--- src/design/slcc_pkg.sv ---
// Shared widths, function codes and sizes for the span link conflict counter.
package slcc_pkg;

  // Link store geometry
  localparam int MAX_WORDS = 64;
  localparam int IDX_W     = $clog2(MAX_WORDS);

  // Field widths
  localparam int FUNC_W  = 2;
  localparam int POS_W   = 6;
  localparam int LINK_W  = 7;
  localparam int START_W = 6;
  localparam int END_W   = 7;
  localparam int CNT_W   = 8;

  // Item function codes
  localparam logic [FUNC_W-1:0] FUNC_WR_SRC = 2'd0;
  localparam logic [FUNC_W-1:0] FUNC_WR_TGT = 2'd1;
  localparam logic [FUNC_W-1:0] FUNC_QUERY  = 2'd2;
  localparam logic [FUNC_W-1:0] FUNC_NOP    = 2'd3;

  // Range ends above the store size are clipped to it
  localparam logic [END_W-1:0] END_MAX = END_W'(MAX_WORDS);

  typedef logic [LINK_W-1:0] link_t;
  typedef logic [CNT_W-1:0]  cnt_t;

endpackage

--- src/design/span_link_conflict_counter_top.sv ---
// Top level: link stores, query walk sequencer and result register.
//
// Link writes (func 0 and 1) are stored when accepted; func 3 is accepted and dropped.
// A query walks every word position of both link stores, one source and one
// target entry per cycle through a single read port on each store; the walk
// is followed by the flush and done states, and the result is loaded into the
// output register from the done state; input ready is low meanwhile.
// A finished result waits in the output register while new writes are taken;
// the next query's result is held back until the previous one has been taken.
// The link stores have no reset: querying a never-written entry gives an
// arbitrary contribution. conflict_limit may be written at any idle time and
// sets prune when the count exceeds it.
module span_link_conflict_counter_top (
  input  logic                             clk,
  input  logic                             rst,
  // Configuration write channel
  input  logic                             cfg_valid,
  output logic                             cfg_ready,
  input  logic [slcc_pkg::CNT_W-1:0]       cfg_data,
  // Input channel
  input  logic                             in_valid,
  output logic                             in_ready,
  input  logic [slcc_pkg::FUNC_W-1:0]      func,
  input  logic [slcc_pkg::POS_W-1:0]       position,
  input  logic signed [slcc_pkg::LINK_W-1:0] link,
  input  logic [slcc_pkg::START_W-1:0]     span_e_start,
  input  logic [slcc_pkg::END_W-1:0]       span_e_end,
  input  logic [slcc_pkg::START_W-1:0]     span_c_start,
  input  logic [slcc_pkg::END_W-1:0]       span_c_end,
  // Output channel
  output logic                             out_valid,
  input  logic                             out_ready,
  output logic [slcc_pkg::CNT_W-1:0]       conflict_count,
  output logic                             prune
);

  // Sequencer states
  localparam logic [1:0] ST_IDLE  = 2'd0;
  localparam logic [1:0] ST_WALK  = 2'd1;
  localparam logic [1:0] ST_FLUSH = 2'd2;
  localparam logic [1:0] ST_DONE  = 2'd3;

  localparam logic [slcc_pkg::IDX_W-1:0] IDX_LAST =
    slcc_pkg::IDX_W'(slcc_pkg::MAX_WORDS - 1);

  logic [1:0]                        state;
  logic [1:0]                        state_next;
  logic [slcc_pkg::IDX_W-1:0]        idx;
  logic [slcc_pkg::IDX_W-1:0]        rd_idx;
  logic                              rd_valid;
  slcc_pkg::link_t                   rd_src;
  slcc_pkg::link_t                   rd_tgt;
  slcc_pkg::cnt_t                    cnt;
  slcc_pkg::cnt_t                    cnt_next;
  slcc_pkg::cnt_t                    conflict_limit;
  logic [slcc_pkg::START_W-1:0]      q_es;
  logic [slcc_pkg::END_W-1:0]        q_ee;
  logic [slcc_pkg::START_W-1:0]      q_cs;
  logic [slcc_pkg::END_W-1:0]        q_ce;
  slcc_pkg::cnt_t                    out_cnt;

  slcc_pkg::link_t src_mem [slcc_pkg::MAX_WORDS];
  slcc_pkg::link_t tgt_mem [slcc_pkg::MAX_WORDS];

  logic in_acc;
  logic out_acc;
  logic out_free;
  logic src_hit;
  logic tgt_hit;
  logic [slcc_pkg::END_W-1:0] rd_pos;

  assign in_ready  = (state == ST_IDLE);
  assign in_acc    = in_valid && in_ready;
  assign out_acc   = out_valid && out_ready;
  assign out_free  = !out_valid || out_ready;
  assign cfg_ready = 1'b1;

  // Hold the conflict limit
  always_ff @(posedge clk) begin
    if (rst) begin
      conflict_limit <= '0;
    end else if (cfg_valid && cfg_ready) begin
      conflict_limit <= cfg_data;
    end
  end

  // Write links on accepted write items
  always_ff @(posedge clk) begin
    if (in_acc && (func == slcc_pkg::FUNC_WR_SRC)) begin
      src_mem[position] <= link;
    end
    if (in_acc && (func == slcc_pkg::FUNC_WR_TGT)) begin
      tgt_mem[position] <= link;
    end
  end

  // Read one entry of each store per walk cycle
  always_ff @(posedge clk) begin
    if (state == ST_WALK) begin
      rd_src <= src_mem[idx];
      rd_tgt <= tgt_mem[idx];
      rd_idx <= idx;
    end
  end

  // Latch query ranges, clipping ends to the store size
  always_ff @(posedge clk) begin
    if (in_acc && (func == slcc_pkg::FUNC_QUERY)) begin
      q_es <= span_e_start;
      q_cs <= span_c_start;
      q_ee <= (span_e_end > slcc_pkg::END_MAX) ? slcc_pkg::END_MAX : span_e_end;
      q_ce <= (span_c_end > slcc_pkg::END_MAX) ? slcc_pkg::END_MAX : span_c_end;
    end
  end

  // Classify the word just read on each side
  always_comb begin
    rd_pos  = {1'b0, rd_idx};
    src_hit = (rd_pos >= {1'b0, q_cs}) && (rd_pos < q_ce) && !rd_src[slcc_pkg::LINK_W-1]
              && ((rd_src >= q_ee) || (rd_src < {1'b0, q_es}));
    tgt_hit = (rd_pos >= {1'b0, q_es}) && (rd_pos < q_ee) && !rd_tgt[slcc_pkg::LINK_W-1]
              && ((rd_tgt >= q_ce) || (rd_tgt < {1'b0, q_cs}));
    // At most two hits per word, so the count never passes 2 * MAX_WORDS
    cnt_next = cnt;
    if (rd_valid) begin
      cnt_next = cnt + slcc_pkg::CNT_W'(src_hit) + slcc_pkg::CNT_W'(tgt_hit);
    end
  end

  // Advance the sequencer
  always_comb begin
    state_next = state;
    unique case (state)
      ST_IDLE: begin
        if (in_acc && (func == slcc_pkg::FUNC_QUERY)) begin
          state_next = ST_WALK;
        end
      end
      ST_WALK: begin
        if (idx == IDX_LAST) begin
          state_next = ST_FLUSH;
        end
      end
      ST_FLUSH: begin
        state_next = ST_DONE;
      end
      ST_DONE: begin
        if (out_free) begin
          state_next = ST_IDLE;
        end
      end
      default: begin
        state_next = ST_IDLE;
      end
    endcase
  end

  // Hold state, walk index and running count
  always_ff @(posedge clk) begin
    if (rst) begin
      state    <= ST_IDLE;
      idx      <= '0;
      rd_valid <= 1'b0;
      cnt      <= '0;
    end else begin
      state    <= state_next;
      rd_valid <= (state == ST_WALK);
      if (state == ST_IDLE) begin
        idx <= '0;
        cnt <= '0;
      end else begin
        cnt <= cnt_next;
        if (state == ST_WALK) begin
          idx <= idx + 1'b1;
        end
      end
    end
  end

  // Load the result register, drop it once taken
  always_ff @(posedge clk) begin
    if (rst) begin
      out_valid <= 1'b0;
    end else if ((state == ST_DONE) && out_free) begin
      out_valid <= 1'b1;
    end else if (out_acc) begin
      out_valid <= 1'b0;
    end
  end

  always_ff @(posedge clk) begin
    if ((state == ST_DONE) && out_free) begin
      out_cnt <= cnt;
    end
  end

  assign conflict_count = out_cnt;
  assign prune          = (out_cnt > conflict_limit);

`ifndef ASSERT_OFF
  // No read may be in flight while new items are taken
  a_idle_no_read: assert property (@(posedge clk) disable iff (rst)
    in_ready |-> !rd_valid)
    else $error("read data pending while idle");

  // Count is bounded by two hits per word position
  a_cnt_bound: assert property (@(posedge clk) disable iff (rst)
    cnt <= slcc_pkg::CNT_W'(2 * slcc_pkg::MAX_WORDS))
    else $error("conflict count out of range");

  // A new result only appears from the done state
  a_result_source: assert property (@(posedge clk) disable iff (rst)
    $rose(out_valid) |-> ($past(state) == ST_DONE))
    else $error("result loaded outside done state");

  // The walk ends with a flush state that still consumes read data
  a_flush_follows_walk: assert property (@(posedge clk) disable iff (rst)
    (state == ST_FLUSH) |-> (rd_valid && ($past(state) == ST_WALK)))
    else $error("flush without final read");
`endif

endmodule
--- config.mk ---
export PLATFORM = sky130hd
export DESIGN_NAME = span_link_conflict_counter_top
export DESIGN_NICKNAME = d
export VERILOG_FILES = /design/src/design/slcc_pkg.sv /design/src/design/span_link_conflict_counter_top.sv
export SDC_FILE = /design/constraint.sdc
export NUM_CORES = 1
export LEC_CHECK = 0
export BUFFER_PORTS_ARGS = -buffer_cell sky130_fd_sc_hd__buf_2
export CAP_MARGIN = 20
export CORE_AREA = 4 4 250 252
export CTS_CLUSTER_DIAMETER = 30
export CTS_CLUSTER_SIZE = 28
export DETAILED_ROUTE_END_ITERATION = 7
export DIE_AREA = 0 0 254 256
export PLACE_DENSITY = 0.81
export RECOVER_POWER = 100
export SLEW_MARGIN = 20
export SYNTH_ARGS = -nofsm -noshare
export SYNTH_HDL_FRONTEND = slang
export SYNTH_SLANG_ARGS = --single-unit
--- constraint.sdc ---
create_clock -name clk -period 7.4 [get_ports clk]
set_input_delay 0.37 -clock clk [delete_from_list [all_inputs] [get_ports clk]]
set_output_delay 0.37 -clock clk [all_outputs]
set_load 0.05 [all_outputs]
==> reports/metrics.yaml <==
final.setup.tns_ps: 0
arrival_ps: 5290
ys_top_cells_by_count: "950 x edfxtp_1, 198 x mux4_2, 155 x nor2_1"
drt_iter0_drc: 3418
synth.distinct_cells: 54
cts-htree-levels: 4
antenna_found_initial: 2
synth_cells: 1976
worstPathRequired_ps: 7400
synthTopCellsByArea: "edfxtp_1 74%, mux4_2 12%, ha_1 1.9%, a22oi_1 1.5%, nor2_1 1.5%"
fin_hold_ws_ps: 23.98
status: "finished with violations"
place_area_um2: 39740
synth-seq-cells: 976
nNetsFinal: 2278
synth_area_per_cell_um2: 19.60
grt_pass1_vias: 22240
cts_resized: 0
insertion_delay_ps: 740
ir_drop_uv: 226.7
setup.worst_path.start_class: "input pin"
vias_per_cell: 7.032
synth_flop_cell: "edfxtp_1"
fp.dieW_um: 254
synth_area_um2: 38720
cts_buffer_depth: 3
dpl.hpwl_um: 53530
dr.pass1.iters: 7
max_freq_mhz: 189.3
gr-total-overflow: 0
multi_input_area_um2: 8964
seqCellArea_um2: 29050
fin_crit_ps: 5284
wl_um: 101700
synth_top_area_frac: 0.7367
powerDensity_nw_per_um2: 313.8
finalHoldViolCount: 0
synth_edf_count: 950
grt_max_degree: 148
finalSetupViolCount: 0
gp_congestion: 0.8706
grtUsageTotal: 0.3187
clk_pin_slew_worst_paths_ps: 50
design_area_um2: 45210
row_count: 90
ys_seq_area_frac: 0.7502
synth_most_common_cell: "edfxtp_1"
worst_pin_slew_ps: 3709
io_pins: 66
grt_pass1_wl_um: 150100
finalMaxSlewViolations: 1023
area_growth_pct: 16.75
cts_setup_buffers: 0
drv_cap: 19
yosysTopAreaCell: "edfxtp_1"
drive_above_1_share: 0.2307
p_total_w: 0.01419
fin_worst_skew_ps: 33.43
fill_cells: 3005
tritoncts: "done"
fin_crit_sh: 0.7141
cts_hold_buf: 43
slew_headroom: -1.473
die_area_um2: 65020
path_max_fanout: 67
finalNonFillerCells: 3072
syn-num-nets: 2091
dp.cells: 2748
cts_buffers: 151
setup.worst_path.class: "input pin to register"
hold_path.class: "input pin to register"
rsz0062_at_grt: "no"
p_leak_nw: 14.52
drtAntennaViolNets: 0
clock-root-buffer: "clkbuf_16"
die_h_um: 256
failed_checks: "capacitance limit, slew limit"
drc: 0
cp-end-kind: "register"
wl_per_cell_um: 33.11
initial_core_util: 0.6439
io_buffers: 64
vias: 21600
core_area_um2: 60130
async_flop_share: 0
cts_sinks: 976
yosys_warnings: 0
registers in the layout (all words and copies together) (netlist names), 2 cells and up:
| name | cells |
|---|---|
| src_mem | 448 |
| tgt_mem | 448 |
| cnt | 8 |
| conflict_count | 8 |
| conflict_limit | 8 |
| q_ce | 7 |
| q_ee | 7 |
| rd_src | 7 |
| rd_tgt | 7 |
| idx | 6 |
| q_cs | 6 |
| q_es | 6 |
| rd_idx | 6 |
| state | 2 |
cell families (layout without fill, tap and decap cells):
kind of cell,Yosys count,in the layout,share of synthesized area
buf+inv,149,462,0.01861
mux,262,262,0.1321
other cells,1,2,0.00009684
simple gates,292,292,0.03390
compound gates,227,227,0.04343
fa+ha+maj,61,61,0.01990
xor+xnor,8,8,0.001810
flops,976,976,0.7502
area by class of cell:
class	instances	share of cell area
Sequential cell	976	0.6426
Multi-Input combinational cell	851	0.1983
Clock buffer	173	0.08843
Clock inverter	106	0.02499
Tap cell	782	0.02164
Timing Repair Buffer	137	0.02015
Inverter	46	0.003819
Antenna cell	1	0.00005535
path summary, 6_finish.rpt:
check	startpoint	end	slack, ps	cells past startpoint
max	link[6]	tgt_mem[9][6]$_DFFE_PP_	2120	3
min	span_e_end[5]	q_ee[5]$_SDFFCE_PN0P_	20	2
max reg2reg	idx[0]$_SDFFE_PP0P_	rd_src[2]$_DFFE_PP_	2160	5
min reg2reg	cnt[7]$_SDFFE_PP0P_	conflict_count[7]$_DFFE_PP_	450	0
power by group:
part / switching (W) / internal (W) / leakage [nW]
logic: 0.000478 / 0.000308 / 3.31
clock network: 0.00267 / 0.00448 / 2.45
registers: 0.0000967 / 0.00616 / 8.76
total: 0.00324 / 0.0109 / 14.5
critical path, stage by stage:
cell	delay [ps]
clkbuf_1	1160
clkbuf_1	1130
clkbuf_1	2550
cell usage in the layout (no fill, tap or decap), types with 21 or more instances in the layout:
cell type / count
ha_1: 60
dlygate4sd3_1: 43
buf_2: 41
a22oi_1: 79
nand2_1: 57
nor2_1: 155
mux4_2: 198
edfxtp_1: 950
clkinvlp_4: 23
clkbuf_16: 156
clkbuf_1: 50
dfxtp_1: 25
a211oi_1: 41
nor2b_1: 21
mux2i_1: 52
inv_1: 46
per-layer routing:
metal | vias to the layer above | part of all wire | track usage
met5 | - | 0.00013 | 0
met4 | 2 | 0.065 | 0.1775
met3 | 396 | 0.12 | 0.09054
met2 | 1879 | 0.49 | 0.4999
met1 | 10820 | 0.33 | 0.4065
li1 | 8501 | - | -
metrics by stage:
stage	setup slack, ps	util
final	2116	0.7518
after CTS	3379	0.7533
after detailed placement	3478	0.6609
after global routing	1844	0.7517
after global placement	3549	0.6609
after floorplan	3505	-
No activity file was read; power rests on OpenSTA's default activity.
